### src/hw/rtl/ufe_ram.sv
// Generic single-write, single-read RAM with registered read data.
`timescale 1ns / 1ps
`default_nettype none
module ufe_ram #(
	parameter int WIDTH = 8,
	parameter int DEPTH = 16
) (
	input  wire logic                     clk,
	input  wire logic                     we,
	input  wire logic [$clog2(DEPTH)-1:0] waddr,
	input  wire logic [WIDTH-1:0]         wdata,
	input  wire logic [$clog2(DEPTH)-1:0] raddr,
	output logic      [WIDTH-1:0]         rdata
);

	logic [WIDTH-1:0] mem_q [DEPTH];
	logic [WIDTH-1:0] rd_q;

	always_ff @(posedge clk) begin
		if (we) begin
			mem_q[waddr] <= wdata;
		end
		rd_q <= mem_q[raddr];
	end

	assign rdata = rd_q;

endmodule
`default_nettype wire

### config.mk
export PLATFORM = sky130hd
export DESIGN_NAME = ufe_ram
export DESIGN_NICKNAME = d
export VERILOG_FILES = /design/src/hw/rtl/ufe_ram.sv
export SDC_FILE = /design/constraint.sdc
export NUM_CORES = 1
export LEC_CHECK = 0
export ABC_AREA = 1
export BUFFER_PORTS_ARGS = -buffer_cell sky130_fd_sc_hd__buf_2
export CAP_MARGIN = 20
export CORE_AREA = 2 2 142 144
export CTS_BUF_LIST = sky130_fd_sc_hd__clkbuf_4
export CTS_CLUSTER_DIAMETER = 50
export DETAILED_ROUTE_END_ITERATION = 7
export DIE_AREA = 0 0 144 146
export PLACE_DENSITY = 0.51
export SETUP_SLACK_MARGIN = 0.2
export SLEW_MARGIN = 10
export SYNTH_ARGS = -nofsm -noshare
export SYNTH_HDL_FRONTEND = slang
export SYNTH_SLANG_ARGS = --single-unit
### constraint.sdc
create_clock -name clk -period 1.5 [get_ports clk]
set_input_delay 0.15 -clock clk [delete_from_list [all_inputs] [get_ports clk]]
set_output_delay 0.15 -clock clk [all_outputs]
set_load 0.05 [all_outputs]
# Yosys cells after proc, flatten, opt, wreduce, memory -nomap -nowiden
# Memories as Yosys holds them, arrays and structs flattened. A register that Yosys moved wholly into a read port is not among the register bits.
# Index checks and enable logic that the tools add are counted.
# op_classes
n_mux	2
# op_table
cell	n
$mux 1	2
# totals
regBits	0
mem_bits_rw	128
out_inout_bits	8
wordCells	3
mem_count	1
# memory_table
name	words	word_bits	rd	rd_clocked_by_memory_dff	write_ports	line_no	text
mem_q	16	8	1	1	1	16	logic [WIDTH-1:0] mem_q [DEPTH];

# Logic depth before layout (Yosys ltp)
# Gate-level depths: netlist of the first run.
# logic_depth
ltp_word	2
depth_mapped	8
mapped_depth_nobuf	7

# Least setup slack after synthesis of the first run
# OpenSTA, ideal clock, no wires.
# synth_timing
path_kind	input to register
startpoint	input port waddr[2]
endpoint	memory mem_q[10][0], enable pin
setup_time_ns	0.370
t_arrival_ns	0.731
slack_ns	0.399
stages	2
n_path_buf	0
cell_sequence	nand3b_1 nor2_1
# synth_lines
element	line_no	text
from (decl)	10	input wire logic [$clog2(DEPTH)-1:0] waddr,
to (decl)	16	
# Straight into the memory's write port.

# Worst setup path after layout of the first run
# layout_timing
startpoint	register rd_q[7] (netlist: rdata[7]) (read register of mem_q)
endpoint	output port rdata[7]
# layout_lines
element	line_no	text
from (decl)	17	logic [WIDTH-1:0] rd_q;
to (decl)	13	output logic [WIDTH-1:0] rdata
# No word-level cell between the ends.

==> results of run 1 <==
[area by class of cell]
class	instances	area (um^2)
repair buffers	55	465.4
diodes	1	2.502
flip-flops and latches	136	4006
clock buffers	19	142.6
clock inverters	13	131.4
fillers	1948	12660
inverters	102	382.9
multi-input cells	289	1214
well taps	265	331.6
[layout by cell type (no fill, tap or decap)]
cell / synthesis / layout
buf_12: 0 / 6
buf_4: 4 / 25
nand3b_1: 2 / 2
diode_2: 0 / 1
dlygate4sd3_1: 0 / 5
dfxtp_2: 0 / 2
buf_6: 6 / 2
clkinv_2: 0 / 3
clkbuf_4: 0 / 19
clkinvlp_4: 0 / 3
dfxtp_1: 8 / 6
nand2_1: 173 / 173
clkinv_4: 0 / 3
inv_1: 100 / 100
inv_2: 2 / 2
edfxtp_1: 128 / 128
clkinv_1: 0 / 2
nor2_1: 17 / 17
buf_2: 13 / 17
nand3_1: 97 / 97
bufinv_16: 0 / 2
[logic make-up after synthesis]
| kind of cell | Yosys count | share of synthesized area (%) |
|---|---|---|
| and+or+nand+nor | 289 | 21.05 |
| DFF | 136 | 69.43 |
| buffers and inverters | 126 | 9.525 |
[power by group]
group	switching, mW	internal (mW)	total, mW
registers	0.0254	4.24	4.27
logic	0.457	0.204	0.660
clock network	1.28	1.01	2.29
total	1.77	5.46	7.22
[stage by stage]
stage	power, mW	hold slack, ns	cells	instance area (um^2)	utilization, %
floorplan	4.735	0.2489	551	5767	-
global placement	4.991	0.5874	842	6320	32.69
detailed placement	4.996	0.5935	842	6320	32.69
CTS	7.320	0.01046	879	6674	34.52
global route	7.542	0.001786	880	6676	34.53
finish	7.222	0.05711	880	6676	34.53
[routing by layer]
metal	part of all wire, %	routed length (um)
met5	0	0
met1	42	5564
met2	49	6477
met4	1.8	233
met3	7.6	1011
[final timing paths]
path	startpoint	end	slack (ns)	cells after the start
setup / recovery	rdata[7]	rdata[7]	0.29	1
setup reg to reg	mem_q[3][3]	rdata[3]	0.46	6
hold reg to reg	mem_q[14][4]	rdata[4]	0.66	6
hold / removal	wdata[3]	mem_q[4][3]	0.06	1
[flip-flops by register name, summed over array words and instances, names as in the netlist]
name	flops
mem_q	128
rdata	8
[cell usage after synthesis]
library cell and n:
buf_6 6, inv_2 2, inv_1 100, edfxtp_1 128, nand2_1 173, buf_2 13, dfxtp_1 8, nor2_1 17
buf_4 4, nand3_1 97, buf_1 1, nand3b_1 2
[what timing repair did]
action | 4_1_cts | 5_1_grt
endpoints found under the hold margin | 38 | 0
hold buffers | 5 | 0
resized for setup | 12 | 0
setup endpoints to repair | 8 | 0
==> metrics.md, run 1 <==
| Metric | Value |
|---|---|
| First-pass GRT wire length | approximately 21,000 um |
| Mapped cell area | approximately 5800 um^2 |
| Clk sinks | 136 |
| Lkg Pwr | 2.845 nW |
| Grt met2 use | 21.19% |
| Mapped Nets | between 500 and 600 |
| HP Class | input pin to register |
| # port buffers | 25 |
| Residual DRC count | 0 |
| Type of element capturing the critical path | output port |
| Postcts setup bufs | 0 |
| Vias per Instance | approximately 4.3 |
| Worst VDD drop | around 0.44 mV |
| Max Cap Violations | 0 |
| Layout cells sized above 1 | 13.68% |
| Rows | between 50 and 60 |
| Vias | 3,764 |
| Area Growth Syn to Fin | 15.77% |
| Register area share after synthesis | 69.43% |
| Fin crit period | between 1 and 1.5 ns |
| Pre-CTS WS | 0.2525 ns |
| #FFs+latches synth | 136 |
| Vias in the first global route | 3,710 |
| Mapped Cells | 551 |
| Met3 usage | 3.389% |
| CP startpoint kind | register |
| Kind of critical path | register to output port |
| Achievable frequency | 827.4 MHz |
| Fin. max-slew vios | 0 |
| Slowest cell on the critical path | dfxtp_2 |
| Layout Nets | 619 |
| Crit path cell chain | buf_6 |
| Drt first-iter violations | 311 |
| Dpl hpwl | roughly 8500 um |
| Boundary Pins | 26 |
| Max stage delay on crit path | 0.38 ns |
| Global routing's busiest layer | met2 |
| M1 GR Usage | 17.85% |
| Clock-pin slew on the worst setup and hold paths | 0.12 ns |
| Ranking of synthesized cells by area | edfxtp_1, nand2_1, nand3_1, inv_1, dfxtp_1 |
| Final setup viols | 0 |
| Per-cell routed wire length | 15.10 um |
| Post-synth top area share | 66.65% |
| WL final | between 10,000 and 15,000 um |
| Clock root buffer | clkbuf_4 |
| Status | complete, no violations |
| Remaining antenna violation count after routing | 0 |
| CTS tree | yes |
| Post-synth top area cell | edfxtp_1 |
| RSZ-0062 raised after global routing | no |
| Clock latency on the worst-skew pair | 0.52 ns |
| Starting density of the core | 29.83% |
| Chip width | 144 um |
| Die area | 21,020 um^2 |
| Crit path buffers/inverters | 1 |
| Avg Cell Area, Syn | ~10 um^2 |
| Die height | 146 um |
| Cts bufs inserted | 17 |
| GP Congestion | between 0.8 and 0.9 |
| Fin. Hold Viols | 0 |
| Tcrit/Tclk final | 80.57% |
| Largest net degree at the start of global routing | 38 |
| Worst-Margin Slew | between 0.3 and 0.4 ns |
| CTS H-Tree Depth | 4 |
| DRT Pass-1 Iters | 4 |
| Final setup margin | slightly below 0.3 ns |
| Synth unique cells | 12 |
| PwrDens | between 1000 and 1500 nW/um^2 |
| Grt ovf | 0 |
| Yosys Warn Count | 0 |
| Slew margin rel. | around three quarters |
| Critical Path RT | around 1.4 ns |
| Family with the most delay on the worst path | flip-flops |
| Sum Neg Setup Slack | 0 ns |
| Worst-path fanout max | 1 |
| Core area | between 15,000 and 20,000 um^2 |
| Worst Skew | about 0.02 ns |
| Initial antenna violation count | 1 |
| CTS max path bufs | 2 |
| Global Route Usage Sum | between 10% and 20% |
| WP data arrival | 1.06 ns |
Note: power is estimated with default switching activity, not from simulation.
==> inputs of run 2 (changes only) <==
clock period = 1.2 ns   (was 1.5 ns; I/O delays follow)
==> run 2 against run 1 <==
  * Total power up 23%
  * Sequential power up 26%
  * Non-clock buffer count up 6
  * Die area unchanged
  * Clock power up 11%
  * Count of clock-buffer cells in the layout up 7
  * Sequential cell count unchanged
  * Critical path depth unchanged
  * Clock skew down 0.0083 ns
  * Worst hold slack worse by 0.023 ns
  * Via count up 2.4%
==> metrics.md, run 2 (same netlist as run 1, synthesis figures left out) <==
| Metric | Value |
|---|---|
| Layout cells sized above 1 | 21.61% |
| # port buffers | 25 |
| First-pass GRT wire length | 21,690 um |
| Area Growth Syn to Fin | 21.00% |
| Crit path buffers/inverters | 1 |
| Die area | between 20,000 and 25,000 um^2 |
| Worst-Margin Slew | 0.4376 ns |
| Slowest cell on the critical path | dfxtp_4 |
| Clock root buffer | clkbuf_4 |
| Chip width | 144 um |
| Lkg Pwr | 2.963 nW |
| RSZ-0062 raised after global routing | yes |
| Final setup viols | 0 |
| Cell count after placement | about 850 |
| WL final | 14,230 um |
| WP data arrival | 1.07 ns |
| Status | complete, no violations |
| Layout Nets | about 630 |
| Max reg flops | 128 |
| Global Route Usage Sum | 14.36% |
| Slew margin rel. | 70.83% |
| DRT Pass-1 Iters | 4 |
| CP startpoint kind | register |
| Antenna diodes | 0 |
| PwrDens | 1270 nW/um^2 |
| Commonest cells after routing, fill and taps aside | nand2_1, edfxtp_1, inv_1 |
| Dpl hpwl | 9117 um |
| CP Launch Point | rdata[2] |
| Achievable frequency | approximately 840 MHz |
| Type of element capturing the critical path | output port |
| R2R Path End | rdata[2] |
| GP Congestion | just over 0.8 |
| Min-delay src | wdata[3] |
| Clock latency on the worst-skew pair | 0.54 ns |
| CTS H-Tree Depth | 4 |
| Critical Path RT | 1.08 ns |
| Worst VDD drop | approximately 0.76 mV |
| Worst Skew | 0.01170 ns |
| CTS tree | yes |
| Largest Register | mem_q |
| Clk sinks | 136 |
| Tcrit/Tclk final | 99.44% |
| Non-Filler Instances | 885 |
| Core area | 19,330 um^2 |
| Starting density of the core | a little under 30% |
| Vias per Instance | 4.357 |
| PnR Total Power | 8.860 mW |
| Initial antenna violation count | 0 |
| CTS max path bufs | 2 |
| Hold_ws | roughly 0.034 ns |
| Vias | 3,856 |
| Stages on worst setup path | 1 |
| Largest net degree at the start of global routing | 57 |
| Worst r2r path cells | 6 |
| Fin. Hold Viols | 0 |
| Fillers | 1,925 |
| Grt ovf | 0 |
| Die height | 146 um |
| Boundary Pins | 26 |
| Drt first-iter violations | 283 |
| Crit path cell chain | buf_8 |
| Rows | between 50 and 60 |
| Residual DRC count | 0 |
| Most common cell after layout, fill and taps aside | nand2_1 |
| Setup crit end | rdata[2] |
| Per-cell routed wire length | 16.08 um |
| Cts bufs inserted | 17 |
| Vias in the first global route | 3,781 |
| Family with the most delay on the worst path | flip-flops |
| Max Cap Violations | 0 |
| Max stage delay on crit path | 0.39 ns |
| Clock-pin slew on the worst setup and hold paths | 0.11 ns |
| Fin crit period | 1.193 ns |
| Remaining antenna violation count after routing | 0 |
| Worst-path fanout max | 1 |
| Fin. max-slew vios | 0 |
| R2r startpoint | mem_q[9][2] |
| Kind of critical path | register to output port |
| R2r setup slk | 0.24 ns |
| HP Class | input pin to register |
run 2: report_power, final:
group | switching [mW] | internal (mW)
clock | 1.54 | 1.00
combinational | 0.616 | 0.331
sequential | 0.0612 | 5.31
total | 2.22 | 6.64
run 2: worst min-delay path by stage:
stage	cells after the start	slack (ns)	end
after floorplan	0	0.22	mem_q[0][0]
after detailed placement	4	0.56	rdata[3]
after CTS	1	0.009	mem_q[1][3]
after global placement	1	0.56	mem_q[11][4]
after global routing	1	0.0002	mem_q[1][3]
final	1	0.03	mem_q[1][3]
run 2: layer usage:
layer	GRT usage (%)	share of wire [%]	vias up
li1	-	-	1886
met1	18.56	45	1862
met2	22.95	49	95
met3	4.607	4.8	13
met4	4.412	0.98	0
met5	0	0	-
run 2: metrics by stage:
| step | setup WS, ns | instance area, um^2 | utilization [%] | TNS (ns) |
|---|---|---|---|---|
| final | 0.006724 | 6978 | 36.09 | 0 |
| after floorplan | 0.1292 | 5779 | - | 0 |
| after detailed placement | -0.07661 | 6400 | 33.10 | -0.1002 |
| after CTS | -0.04244 | 6815 | 35.25 | -0.2226 |
| after global routing | -0.08077 | 6978 | 36.09 | -0.4587 |
| after global placement | -0.06042 | 6400 | 33.10 | -0.06918 |
run 2: cell type report:
| class | count | area, um^2 | area share [%] |
|---|---|---|---|
| sequential | 136 | 4021 | 57.63 |
| tap | 265 | 331.6 | 4.752 |
| timing repair buffer | 61 | 605.6 | 8.679 |
| multi-input combinational | 289 | 1414 | 20.26 |
| clock buffer | 26 | 195.2 | 2.797 |
| clock inverter | 6 | 27.53 | 0.3945 |
| inverter | 102 | 382.9 | 5.487 |
run 2: timing repair:
| item | 4_1_cts | 5_1_grt |
|---|---|---|
| gates resized for setup | 40 | 33 |
| buffers inserted | 0 | 0 |
| endpoints found under the setup margin | 11 | 15 |
| hold buffers | 7 | 0 |
| endpoints found under the hold margin | 76 | 0 |
| cloned | 0 | 0 |
| pin swaps | 1 | 15 |
==> inputs of run 3 (changes only) <==
--- a/config.mk
+++ b/config.mk
@@ -9,10 +9,10 @@
 export BUFFER_PORTS_ARGS = -buffer_cell sky130_fd_sc_hd__buf_2
 export CAP_MARGIN = 20
-export CORE_AREA = 2 2 142 144
+export CORE_AREA = 2 2 106 108
 export CTS_BUF_LIST = sky130_fd_sc_hd__clkbuf_4
 export CTS_CLUSTER_DIAMETER = 50
 export DETAILED_ROUTE_END_ITERATION = 7
-export DIE_AREA = 0 0 144 146
-export PLACE_DENSITY = 0.51
+export DIE_AREA = 0 0 108 110
+export PLACE_DENSITY = 0.78
 export SETUP_SLACK_MARGIN = 0.2
 export SLEW_MARGIN = 10
==> constraint.sdc (replaced) <==
create_clock -name clk -period 1.2 [get_ports clk]
set_input_delay 0.24 -clock clk [delete_from_list [all_inputs] [get_ports clk]]
set_output_delay 0.24 -clock clk [all_outputs]
set_load 0.05 [all_outputs]
==> run 3 against run 2 <==
  * Largest cell class unchanged
  * Die area down 43%
  * Largest power group unchanged
  * Clock power up 6%
  * Combinational power down 3.1%
  * Highest routed layer unchanged
  * The run now ends with negative setup slack left
  * Design area down 2.5%
  * First-iteration DRC count up 65%
==> metrics.md, run 3 (same netlist as run 1, synthesis figures left out) <==
| Metric | Value |
|---|---|
| Largest Register | mem_q |
| Kind of critical path | register to output port |
| Remaining antenna violation count after routing | 0 |
| Clock root buffer | clkbuf_4 |
| Sum Neg Setup Slack | -0.5149 ns |
| Crit path cell chain | buf_8 |
| Cts bufs inserted | 17 |
| Vias | 3,922 |
| Vias per Instance | 5.208 |
| Initial antenna violation count | 0 |
| # port buffers | 25 |
| DRT Pass-1 Iters | 7 |
| Drt first-iter violations | 466 |
| Clock latency on the worst-skew pair | 0.53 ns |
| CTS max path bufs | 2 |
| Area Growth Syn to Fin | 18.03% |
| Dpl hpwl | 8024 um |
| Fin. max-slew vios | 0 |
| Max reg flops | 128 |
| Boundary Pins | 26 |
| WL final | 12,670 um |
| Per-cell routed wire length | 16.83 um |
| Fin crit period | 1.306 ns |
| Die height | ~110 um |
| CTS tree | yes |
| Type of element capturing the critical path | output port |
| Rows | 38 |
| Lkg Pwr | about 3 nW |
| Achievable frequency | 765.9 MHz |
| Final setup margin | -0.1057 ns |
| Worst-Margin Slew | approximately 0.40 ns |
| Status | finished with violations |
| Crit path buffers/inverters | 1 |
| Critical Path RT | 0.96 ns |
| Most common cell after layout, fill and taps aside | nand2_1 |
| Worst VDD drop | between 0.7 and 0.8 mV |
| Max stage delay on crit path | between 0.3 and 0.4 ns |
| HP Class | input pin to register |
| Worst Skew | 0.01900 ns |
| Worst-path fanout max | 1 |
| Clock-pin slew on the worst setup and hold paths | 0.12 ns |
| Hold_ws | 0.07563 ns |
| Largest net degree at the start of global routing | 33 |
| Layout Nets | 618 |
| Final setup viols | 8 |
| Vias in the first global route | between 3,000 and 4,000 |
| Die area | 11,880 um^2 |
| PnR Total Power | 8.955 mW |
| Global Route Usage Sum | 22.28% |
| Slowest cell on the critical path | dfxtp_2 |
| Slew margin rel. | 73.48% |
| Chip width | about 110 um |
| Clk sinks | 136 |
| Failing checks | negative setup slack |
| Antenna diodes | 0 |
| Layout cells sized above 1 | between 20% and 30% |
| CP startpoint kind | register |
| Fin. Hold Viols | 0 |
| Tcrit/Tclk final | 108.8% |
| Core area | 10,700 um^2 |
| Family with the most delay on the worst path | flip-flops |
| WP data arrival | 1.07 ns |
| RSZ-0062 raised after global routing | yes |
| Core Util, Final | 63.63% |
| First-pass GRT wire length | 19,330 um |
| Grt ovf | 0 |
| Starting density of the core | 53.91% |
| Max Cap Violations | 0 |
| Hold_buf cts | 0 |
| CTS H-Tree Depth | 4 |
| Fillers | 767 |
| GP Congestion | 0.8393 |
| PwrDens | about 1300 nW/um^2 |
| Commonest cells after routing, fill and taps aside | nand2_1, edfxtp_1, inv_1 |
| Residual DRC count | 0 |
run 3: final cells by class:
type	count	area [um^2]	area share, %
clock inverter	12	105.1	1.544
inverter	102	382.9	5.625
clock buffer	20	150.1	2.206
sequential	136	4014	58.97
timing repair buffer	54	515.5	7.574
tap	140	175.2	2.574
multi-input combinational	289	1464	21.51
run 3: tightest hold or removal path, cell delays in order:
cell and delay [ns]:
buf_2 0.18, nand3_1 0.11, nand2_1 0.05
run 3: timing repair:
item	4_1_cts	5_1_grt
pin swaps	0	9
resized for setup	33	29
setup endpoints to repair	11	16
buffers inserted	0	0
run 3: per-stage QoR:
step,worst slack (ns),area (um^2),std cells
6_report,-0.1057,6807,753
5_1_grt,-0.1422,6807,753
4_1_cts,-0.1265,6666,753
3_5_place_dp,-0.1236,6314,721
3_3_place_gp,-0.1058,6314,721
2_1_floorplan,0.08636,5862,551
run 3: worst paths after layout:
| check | startpoint | end | slack [ns] | depth (start not counted) |
|---|---|---|---|---|
| setup reg to reg | mem_q[6][5] | rdata[5] | 0.20 | 6 |
| setup / recovery | rdata[7] | rdata[7] | -0.11 | 1 |
| hold reg to reg | mem_q[15][6] | rdata[6] | 0.68 | 6 |
| hold / removal | raddr[3] | rdata[7] | 0.08 | 3 |
run 3: routing by layer:
metal / global-route usage (%) / vias to the layer above / routed length [um]
met4: 9.982 / 0 / 412
li1: - / 1875 / -
met2: 35.98 / 185 / 6098
met5: 0 / - / 0
met3: 4.997 / 37 / 993
met1: 29.18 / 1825 / 5170
run 3: report_power, final:
group	leakage, nW	switching (mW)	total (mW)	internal, mW
Sequential	1.22	0.0418	5.35	5.31
Clock	0.134	1.60	2.69	1.08
Combinational	1.56	0.614	0.918	0.304
Total	2.92	2.26	8.95	6.70
